$ cat config.mk
export PLATFORM = sky130hd
export DESIGN_NAME = life_row_stream_step_core
export DESIGN_NICKNAME = d
export VERILOG_FILES = /design/src/rtl/core/lrs_pkg.sv /design/src/rtl/core/lrs_cell.sv /design/src/rtl/core/lrs_rsp_queue.sv /design/src/rtl/core/life_row_stream_step_core.sv
export SDC_FILE = /design/constraint.sdc
export NUM_CORES = 2
export LEC_CHECK = 0
export ABC_AREA = 1
export BUFFER_PORTS_ARGS = -buffer_cell sky130_fd_sc_hd__buf_2
export CAP_MARGIN = 20
export CORE_UTILIZATION = 55
export CTS_CLUSTER_DIAMETER = 80
export DETAILED_ROUTE_END_ITERATION = 8
export PLACE_DENSITY = 0.69
export SLEW_MARGIN = 20
export SYNTH_ARGS = -nofsm -noshare
export SYNTH_HDL_FRONTEND = slang
export SYNTH_SLANG_ARGS = --single-unit
$ cat constraint.sdc
create_clock -name clock -period 6.8 [get_ports clock]
set_input_delay 0.68 -clock clock [delete_from_list [all_inputs] [get_ports clock]]
set_output_delay 0.68 -clock clock [all_outputs]
set_load 0.005 [all_outputs]
$ cat src/rtl/core/lrs_pkg.sv
// Shared types and constants for the streaming Life row engine.
package lrs_pkg;

   // Fixed field widths of the request and result payloads.
   localparam int ROW_BITS = 64;
   localparam int CSR_BITS = 7;

   // Row width after reset: every column in use.
   localparam logic [CSR_BITS-1:0] ROW_WIDTH_RESET = 7'd64;

   // B3/S23 rule: birth on three neighbours, survival on two or three.
   localparam logic [3:0] BIRTH_COUNT   = 4'd3;
   localparam logic [3:0] SURVIVE_COUNT = 4'd2;

   // Result queue geometry.
   localparam int QUEUE_DEPTH    = 4;
   localparam int QUEUE_PTR_BITS = 2;
   localparam int QUEUE_CNT_BITS = 3;

   // Number of results one request may push.
   localparam logic [1:0] PUSH_NONE = 2'd0;
   localparam logic [1:0] PUSH_ONE  = 2'd1;
   localparam logic [1:0] PUSH_TWO  = 2'd2;

   typedef struct packed {
      logic [ROW_BITS-1:0] row_bits;
      logic                last_row;
   } req_type;

   typedef struct packed {
      logic [ROW_BITS-1:0] next_row;
      logic                frame_end;
      logic                run_end;
   } rsp_type;

   // The three vertically stacked bits one column shows to its neighbours.
   typedef struct packed {
      logic upper;
      logic middle;
      logic lower;
   } cell_bits_type;

endpackage

$ cat src/rtl/core/lrs_cell.sv
// One column of the Life row engine: holds two rows' bits and applies the rule.
module lrs_cell (
   input  logic                  clock,
   input  logic                  reset,
   input  logic                  accept,
   input  logic                  last_row,
   input  logic                  col_en,
   input  logic                  row_bit,
   input  lrs_pkg::cell_bits_type left_bits,
   input  lrs_pkg::cell_bits_type right_bits,
   output lrs_pkg::cell_bits_type own_bits,
   output logic                  held_bit,
   output logic                  bottom_bit
);

   logic       upper_ff, upper_in;
   logic       middle_ff, middle_in;
   logic       lower_bit;
   logic [3:0] held_cnt;
   logic [3:0] bottom_cnt;

   // Incoming bit is dead when its column is out of use.
   assign lower_bit = row_bit & col_en;

   assign own_bits.upper  = upper_ff;
   assign own_bits.middle = middle_ff;
   assign own_bits.lower  = lower_bit;

   // Neighbour count for the held row: above, beside and below.
   assign held_cnt = 4'(left_bits.upper)  + 4'(upper_ff)  + 4'(right_bits.upper)
                   + 4'(left_bits.middle) + 4'(right_bits.middle)
                   + 4'(left_bits.lower)  + 4'(lower_bit) + 4'(right_bits.lower);

   // Neighbour count for the incoming row as the bottom row of its frame.
   assign bottom_cnt = 4'(left_bits.middle) + 4'(middle_ff) + 4'(right_bits.middle)
                     + 4'(left_bits.lower)  + 4'(right_bits.lower);

   assign held_bit   = col_en & ((held_cnt == lrs_pkg::BIRTH_COUNT) |
                                 (middle_ff & (held_cnt == lrs_pkg::SURVIVE_COUNT)));
   assign bottom_bit = col_en & ((bottom_cnt == lrs_pkg::BIRTH_COUNT) |
                                 (lower_bit & (bottom_cnt == lrs_pkg::SURVIVE_COUNT)));

   // Rows shift down on each request; the frame's last row clears both.
   always_comb begin
      upper_in  = upper_ff;
      middle_in = middle_ff;
      if (accept) begin
         if (last_row) begin
            upper_in  = 1'b0;
            middle_in = 1'b0;
         end else begin
            upper_in  = middle_ff;
            middle_in = lower_bit;
         end
      end
   end

   always_ff @(posedge clock) begin
      if (reset) begin
         upper_ff  <= 1'b0;
         middle_ff <= 1'b0;
      end else begin
         upper_ff  <= upper_in;
         middle_ff <= middle_in;
      end
   end

endmodule

$ cat src/rtl/core/lrs_rsp_queue.sv
// Small result queue: takes up to two results a cycle, gives one unless stalled.
module lrs_rsp_queue (
   input  logic                                  clock,
   input  logic                                  reset,
   input  logic [1:0]                            push_cnt,
   input  lrs_pkg::rsp_type                      push_first,
   input  lrs_pkg::rsp_type                      push_second,
   output logic [lrs_pkg::QUEUE_CNT_BITS-1:0]    fill,
   output logic                                  rsp_valid,
   input  logic                                  rsp_stall,
   output lrs_pkg::rsp_type                      rsp_data
);

   lrs_pkg::rsp_type                         entry_ff [lrs_pkg::QUEUE_DEPTH];
   logic [lrs_pkg::QUEUE_PTR_BITS-1:0]       wr_ptr_ff, wr_ptr_in;
   logic [lrs_pkg::QUEUE_PTR_BITS-1:0]       rd_ptr_ff, rd_ptr_in;
   logic [lrs_pkg::QUEUE_CNT_BITS-1:0]       fill_ff, fill_in;
   logic [lrs_pkg::QUEUE_PTR_BITS-1:0]       wr_next;
   logic                                     pop;

   assign fill      = fill_ff;
   assign rsp_valid = (fill_ff != '0);
   assign rsp_data  = entry_ff[rd_ptr_ff];
   assign pop       = rsp_valid & ~rsp_stall;
   assign wr_next   = wr_ptr_ff + 1'b1;

   // Pointer and fill bookkeeping.
   always_comb begin
      wr_ptr_in = wr_ptr_ff + lrs_pkg::QUEUE_PTR_BITS'(push_cnt);
      rd_ptr_in = pop ? rd_ptr_ff + 1'b1 : rd_ptr_ff;
      fill_in   = fill_ff + lrs_pkg::QUEUE_CNT_BITS'(push_cnt)
                - lrs_pkg::QUEUE_CNT_BITS'(pop);
   end

   always_ff @(posedge clock) begin
      if (reset) begin
         wr_ptr_ff <= '0;
         rd_ptr_ff <= '0;
         fill_ff   <= '0;
      end else begin
         wr_ptr_ff <= wr_ptr_in;
         rd_ptr_ff <= rd_ptr_in;
         fill_ff   <= fill_in;
      end
   end

   // Entry storage: the first result at the write pointer, the second after it.
   always_ff @(posedge clock) begin
      if (push_cnt != lrs_pkg::PUSH_NONE) begin
         entry_ff[wr_ptr_ff] <= push_first;
      end
      if (push_cnt == lrs_pkg::PUSH_TWO) begin
         entry_ff[wr_next] <= push_second;
      end
   end

endmodule

$ cat src/rtl/core/life_row_stream_step_core.sv
// Top level of the streaming Life (B3/S23) row engine.
//
//   channel   direction  payload                          handshake
//   req_      in         row_bits, last_row               req_valid / req_stall
//   rsp_      out        next_row, frame_end, run_end     rsp_valid / rsp_stall
//   csr_      in         row_width                        csr_wr_en
//
// One request is taken per unstalled cycle; its results are queued in registers.
// A bottom row after a held row yields two results, so short frames run at the
// output rate of one result per unstalled cycle, set by the single queue read port.
// Requests stall while the four-entry result queue has fewer than two free places.
// Synchronous active-high reset clears the held rows, the queue and row_width to 64.
module life_row_stream_step_core #(
   parameter int MAX_WIDTH = 64
) (
   input  logic                          clock,
   input  logic                          reset,
   input  logic                          req_valid,
   output logic                          req_stall,
   input  lrs_pkg::req_type              req_data,
   output logic                          rsp_valid,
   input  logic                          rsp_stall,
   output lrs_pkg::rsp_type              rsp_data,
   input  logic                          csr_wr_en,
   input  logic [lrs_pkg::CSR_BITS-1:0]  csr_wr_data
);

   logic [lrs_pkg::CSR_BITS-1:0]        row_width_ff, row_width_in;
   logic                                pending_ff, pending_in;
   logic                                accept;
   logic [lrs_pkg::ROW_BITS-1:0]        held_vec;
   logic [lrs_pkg::ROW_BITS-1:0]        bottom_vec;
   lrs_pkg::cell_bits_type              col_bits [MAX_WIDTH+2];
   logic [1:0]                          push_cnt;
   lrs_pkg::rsp_type                    push_first;
   lrs_pkg::rsp_type                    push_second;
   lrs_pkg::rsp_type                    held_rsp;
   lrs_pkg::rsp_type                    bottom_rsp;
   logic [lrs_pkg::QUEUE_CNT_BITS-1:0]  fill;

   // Request is taken when the queue can absorb two results.
   assign req_stall = (fill > lrs_pkg::QUEUE_CNT_BITS'(lrs_pkg::QUEUE_DEPTH - 2));
   assign accept    = req_valid & ~req_stall;

   // Width register and row-held flag.
   always_comb begin
      row_width_in = csr_wr_en ? csr_wr_data : row_width_ff;
      pending_in   = accept ? ~req_data.last_row : pending_ff;
   end

   always_ff @(posedge clock) begin
      if (reset) begin
         row_width_ff <= lrs_pkg::ROW_WIDTH_RESET;
         pending_ff   <= 1'b0;
      end else begin
         row_width_ff <= row_width_in;
         pending_ff   <= pending_in;
      end
   end

   // Dead columns beyond both edges of the grid.
   assign col_bits[0]           = '0;
   assign col_bits[MAX_WIDTH+1] = '0;

   // Row of column cells; each sees its left and right neighbours.
   for (genvar i = 0; i < MAX_WIDTH; i++) begin : g_col
      lrs_cell u_cell (
         .clock      (clock),
         .reset      (reset),
         .accept     (accept),
         .last_row   (req_data.last_row),
         .col_en     (row_width_ff > lrs_pkg::CSR_BITS'(i)),
         .row_bit    (req_data.row_bits[i]),
         .left_bits  (col_bits[i]),
         .right_bits (col_bits[i+2]),
         .own_bits   (col_bits[i+1]),
         .held_bit   (held_vec[i]),
         .bottom_bit (bottom_vec[i])
      );
   end

   // Columns above the built width are always dead.
   for (genvar j = MAX_WIDTH; j < lrs_pkg::ROW_BITS; j++) begin : g_dead
      assign held_vec[j]   = 1'b0;
      assign bottom_vec[j] = 1'b0;
   end

   // Results of one request: the held row if any, then the bottom row on a frame end.
   always_comb begin
      held_rsp.next_row    = held_vec;
      held_rsp.frame_end   = 1'b0;
      held_rsp.run_end     = ~req_data.last_row;
      bottom_rsp.next_row  = bottom_vec;
      bottom_rsp.frame_end = 1'b1;
      bottom_rsp.run_end   = 1'b1;
      push_first           = held_rsp;
      push_second          = bottom_rsp;
      push_cnt             = lrs_pkg::PUSH_NONE;
      if (accept) begin
         if (pending_ff && req_data.last_row) begin
            push_cnt = lrs_pkg::PUSH_TWO;
         end else if (pending_ff) begin
            push_cnt = lrs_pkg::PUSH_ONE;
         end else if (req_data.last_row) begin
            push_cnt   = lrs_pkg::PUSH_ONE;
            push_first = bottom_rsp;
         end
      end
   end

   lrs_rsp_queue u_queue (
      .clock       (clock),
      .reset       (reset),
      .push_cnt    (push_cnt),
      .push_first  (push_first),
      .push_second (push_second),
      .fill        (fill),
      .rsp_valid   (rsp_valid),
      .rsp_stall   (rsp_stall),
      .rsp_data    (rsp_data)
   );

   // A frame's bottom row leaves no row held.
   assert property (@(posedge clock) disable iff (reset)
      accept && req_data.last_row |=> !pending_ff)
      else $error("row still held after the frame's bottom row");

   // Any request that completes a row must leave a result waiting.
   assert property (@(posedge clock) disable iff (reset)
      accept && (pending_ff || req_data.last_row) |=> rsp_valid)
      else $error("request produced no result");

   // Requests are held back only while results are queued.
   assert property (@(posedge clock) disable iff (reset)
      req_stall |-> rsp_valid)
      else $error("request stalled with an empty result queue");

   // The queue never holds more than its depth.
   assert property (@(posedge clock) disable iff (reset)
      fill <= lrs_pkg::QUEUE_CNT_BITS'(lrs_pkg::QUEUE_DEPTH))
      else $error("result queue overfilled");

endmodule

# Yosys cells after proc, flatten, opt, wreduce, memory -nomap -nowiden
# Memory sizes are Yosys's and may differ from the RTL's. A register that Yosys moved wholly into a read port is not among the register bits.
# Cells that the tools add are included.
[op_classes] add_sub_neg=697 mul=0 div=0 magnitude_cmp=65 n_eq_ne=257 n_shift=0 mux=142 n_bitwise=453 reduce_logical=3
[op_table] op="$add A4 B1 Y4" count=566
[op_table] op="$eq A4 B2 Y1 const B" count=256
[op_table] op="$and A1 B1 Y1" count=322
[op_table] op="$mux W66" count=4
[op_table] op="$add A1 B1 Y2" count=126
[op_table] op="$gt A7 B6 Y1 const B" count=32
[op_table] op="$mux W1" count=134
[op_table] op="$or A1 B1 Y1" count=128
[op_table] op="$gt A7 B5 Y1 const B" count=16
[op_table] op="$gt A7 B4 Y1 const B" count=8
[op_table] op="$gt A7 B3 Y1 const B" count=4
[op_table] op="$gt A7 B1 Y1 const B" count=2
[op_table] op="$gt A7 B2 Y1 const B" count=2
[op_table] op="$mux W2" count=4
[op_table] op="$add A2 B1 Y2 const B" count=2
[op_table] op="$add A3 B2 Y3" count=1
[op_table] op="$gt A3 B2 Y1 const B" count=1
[op_table] op="$not A1 Y1" count=3
[op_table] op="$reduce_bool A3 Y1" count=1
[op_table] op="$sub A3 B1 Y3" count=1
[op_table] op="$add A2 B2 Y2" count=1
[op_table] op="$eq A2 B2 Y1 const B" count=1
[op_table] op="$reduce_bool A2 Y1" count=1
[op_table] op="$logic_and A1 B1 Y1" count=1
[word_totals] regBits=143 latchBits=0 ram_bits=264 romBits=0 inputBits=77 out_inout_bits=68 wordCells=1751 n_memories=1
[mem_list] name="u_queue.entry_ff" words=4 width=66 read_ports=1 rd_clocked_by_memory_dff=1 wr=2 line="lrs_rsp_queue.sv:14" rtl="lrs_pkg::rsp_type entry_ff [lrs_pkg::QUEUE_DEPTH];"

# Logic depth before layout (Yosys ltp)
[logic_depth] ltp_word=15 mapped_depth=23 mapped_depth_nobuf=21

# Cells and area by module
# From an unflattened synthesis, not the netlist that was laid out.
[unflattened] cells_unflattened=5017 hier_area_um2=39222.6
[by_module_without_submodules] module="lrs_cell" instances=64 cells_each=51 area_per_inst_um2=380.4 seq_area_each_um2=40.0
[by_module_without_submodules] module="lrs_rsp_queue" instances=1 cells_each=1363 area_per_inst_um2=13025.0 seq_area_each_um2=8107.8
[by_module_without_submodules] module="life_row_stream_step_core" instances=1 cells_each=390 area_per_inst_um2=1854.3 seq_area_each_um2=160.2

# Least setup slack after synthesis
# No wires, ideal clock.
[synth_timing] path_type="flip-flop to flip-flop" startpoint="reg row_width_ff[6] (netlist bit)" endpoint="mem u_queue.entry_ff[1][40] (netlist bit), data pin" setup_ns=0.130 t_arrival_ns=3.799 required_time_ns=6.670 setup_slack_ns=2.871 stages_incl_launch_ff=24 n_path_buf=2 synth_period_minus_slack_ns=3.929 cell_sequence="dfxtp_1 buf_2 inv_1 buf_4 nand2_2 nor2_1 nand2_1 nand2_1 inv_1 nor2_1 inv_1 fa_1 fa_1 inv_1 fa_1 inv_1 fa_1 nor2_1 nand2_1 a21oi_1 nand4_1 nand2_1 nand2_1 nand2_1"
[synth_rtl] item="start: declaration" line="life_row_stream_step_core.sv:28" rtl="logic [lrs_pkg::CSR_BITS-1:0] row_width_ff, row_width_in;"
[synth_rtl] item="start signal: assignment" line="life_row_stream_step_core.sv:53" rtl="row_width_ff <= lrs_pkg::ROW_WIDTH_RESET;"
[synth_rtl] item="start signal: assignment" line="life_row_stream_step_core.sv:56" rtl="row_width_ff <= row_width_in;"
[synth_rtl] item="end: declaration" line="lrs_rsp_queue.sv:14"

==> results_dict.tcl <==
set metrics [dict create \
    placed_cell_area_sq_um 38800 \
    maxCapViolCount 0 \
    cp-start-kind "flop" \
    slowest_stage "nor2_2" \
    max_freq_mhz 186 \
    drc 0 \
    p_leak_nw 19.8 \
    ir_drop_mv 0.333 \
    postCtsSetupRepairBufs 0 \
    drv_slew 0 \
    avgViaCountPerCell 5.46 \
    async_reset_ff_frac 0 \
    power_density_nw_per_um2 233 \
    drt_iter0_markers 2705 \
    cp.required_ns 7.29 \
    htree_levels 2 \
    end_kind "flop" \
    finClkSkew_ns 0.0240 \
    ys.flop_type "edfxtp_1" \
    synth-edff-count 256 \
    dp_hpwl_microns 74600 \
    power.total_mw 9.46 \
    rsz0062_at_grt "false" \
    r2r_slack_ns 1.41 \
    die_area_sq_um 69000 \
    crit_chain "nor2_2 -> nand2_1 -> a21oi_1 -> nor2_1 -> inv_1 -> fa_1 -> fa_1 -> inv_1 -> fa_1 -> inv_1 -> fa_1 -> nor2_1 -> o21ai_0 -> a21oi_1 -> nand3_1 -> nand2_1 -> nand2_1 -> nand2_1" \
    yosys_warnings 0 \
    ant_nets 0 \
    clk-insertion-delay-late_ns 0.63 \
    synth-seq-cells 409 \
    cts_tree "built" \
    mappedNetlistArea_sq_um 37400 \
    syn_area_per_cell_sq_um 7.99 \
    dr_total_vias 30830 \
    dieHeight_microns 263 \
    cts_resized 0 \
    grt_use_total 0.312 \
    nNetsFinal 5516 \
    synth.area.top_cells "edfxtp_1, fa_1, nand2_1, ha_1, inv_1" \
    ctsHoldBuffers 0 \
    hold_path_class "in2reg" \
    cp_max_fo 14 \
    max_slew_margin 0.225 \
    finalHoldViolations 0 \
    synth_cells 4674 \
    netlist-cell-type-count 45 \
    setup_tns_ns 0 \
    worstMarginPinSlew_ns 1.16 \
    io-pin-count 145 \
    clockBufferDepth 3 \
    cp.arrival_ns 5.87 \
    synth_most_common_cell "nand2_1" \
    drive_above_1_share 0.0655 \
    design.core.area_sq_um 67200 \
    synth_top_area_cell "edfxtp_1" \
    yosysTopAreaCellShare 0.206 \
    grt-ovfl-total 0 \
    fillerInstances 5883 \
    port_buffers 144 \
    cpPeakStageDelay_ns 0.64 \
    first_pass_iters 7 \
    grt_pass1_vias 30339 \
    clockRootBuffer "clkbuf_16" \
    areaGrowthSynthToFinish_pct 8.68 \
    finalInstanceArea_sq_um 40600 \
    grt_max_degree 118 \
    setup_viol 0 \
    rows 95 \
    wl_microns 106000 \
    routabilityCongestion 0.961 \
    cts.sinks 409 \
    avgRoutedWirePerCell_microns 18.8 \
    finalNonFillerCells 5651 \
    syn_nets 5455 \
    status "finished, final reports clean" \
    grt_first_pass_wirelength_microns 169000 \
    initial_core_util 0.556 \
    antenna_found_initial 5 \
    ys_seq_area_frac 0.288 \
    fin_crit_sh 0.792 \
    post-place-cells 5556 \
    cts_made_buffers 50 \
    layout_min_cycle_time_ns 5.39 \
    die_width_microns 263 \
    cts.clk_slew.worst_paths_ns 0.07 \
    worstSetupPathType "reg2reg" \
    final_core_util 0.605 \
    ys_top_cells_by_count "nand2_1, inv_1, fa_1, nor2_1, ha_1" \
]
==> where the power goes <==
part | internal [mW] | leakage, nW | switching (mW) | total (mW)
logic | 1.13 | 15.2 | 2.34 | 3.48
clock network | 1.87 | 0.878 | 1.17 | 3.04
registers | 2.80 | 3.73 | 0.135 | 2.94
==> kinds of logic (layout without fill, tap and decap cells) <==
group | count (synthesis) | in the layout | synth area share
compound gates | 574 | 574 | 0.0854
xor+xnor | 12 | 12 | 0.00281
fa+ha+maj | 704 | 704 | 0.312
buf+inv | 1086 | 1189 | 0.111
flops | 409 | 409 | 0.288
other cells | 0 | 1 | 0
simple gates | 1889 | 1889 | 0.201
==> final timing paths <==
kind / start / to / depth (start not counted)
worst max register to register: row_width_ff[6] / u_queue.entry_ff[2][22] / 18
worst min-delay path: csr_wr_en / row_width_ff[6] / 2
worst max-delay path: row_width_ff[6] / u_queue.entry_ff[2][22] / 18
worst min register to register: u_queue.rd_ptr_ff[1] / flop / 2
==> registers in the layout, summed over array words and instances (netlist names), named ones only <==
| register | flops |
|---|---|
| g_col.u_cell.middle_ff | 64 |
| g_col.u_cell.upper_ff | 64 |
| pending_ff | 1 |
| row_width_ff | 7 |
| u_queue.entry_ff | 264 |
| u_queue.fill | 3 |
| u_queue.rd_ptr_ff | 2 |
| u_queue.wr_ptr_ff | 2 |
==> metal layers <==
layer  global-route usage  vias to the layer above  wire (microns)
li1                     -                    14690               -
met1                0.422                    14710           44300
met2                0.507                     1187           48700
met3               0.0514                      239            8980
met4                0.115                        4            4220
met5                    0                        -              53
==> stage by stage <==
stage | setup WS (ns) | hold WS (ns)
floorplan | 2.87 | 0.436
global placement | 1.50 | 0.450
detailed placement | 1.50 | 0.456
CTS | 1.49 | 0.394
global route | 1.12 | 0.383
finish | 1.41 | 0.405
==> layout by cell type, fill, tap and decap left out, types with 6 or more instances in the layout <==
cell,n
bufinv_16,11
dfxtp_1,151
buf_4,25
o22ai_1,66
inv_1,908
o21ai_0,204
o2111ai_1,9
o211ai_1,30
o21bai_1,10
clkbuf_16,53
nand2_1,1305
ha_1,326
nor2_2,20
a21boi_0,12
clkbuf_1,12
xnor2_1,7
nand2_2,7
inv_2,16
nand4_1,18
nand3b_1,14
nor3_1,6
a31oi_1,13
nor2_1,366
buf_2,143
fa_1,378
nand3_1,124
nor3b_1,10
a21oi_1,187
o21ai_1,24
edfxtp_1,256
==> worst max-delay path, delay by kind of cell (launching register included) <==
kind / cells / cell delay, ns
buffers and inverters: 3 / 0.36
DFF: 1 / 0.40
and+or+nand+nor: 8 / 1.96
adders and majority gates: 4 / 1.74
AOI/OAI and AO/OA: 3 / 0.80
==> layout make-up <==
type	count	area [sq um]	share of cell area
diodes	1	2.50	0.0000616
clock inverters	26	423	0.0104
multi-input cells	3179	22500	0.554
repair buffers	169	923	0.0227
inverters	926	3480	0.0857
flip-flops and latches	409	10800	0.265
clock buffers	68	1410	0.0348
well taps	873	1090	0.0269
Note: power is estimated with default switching activity, not from simulation.
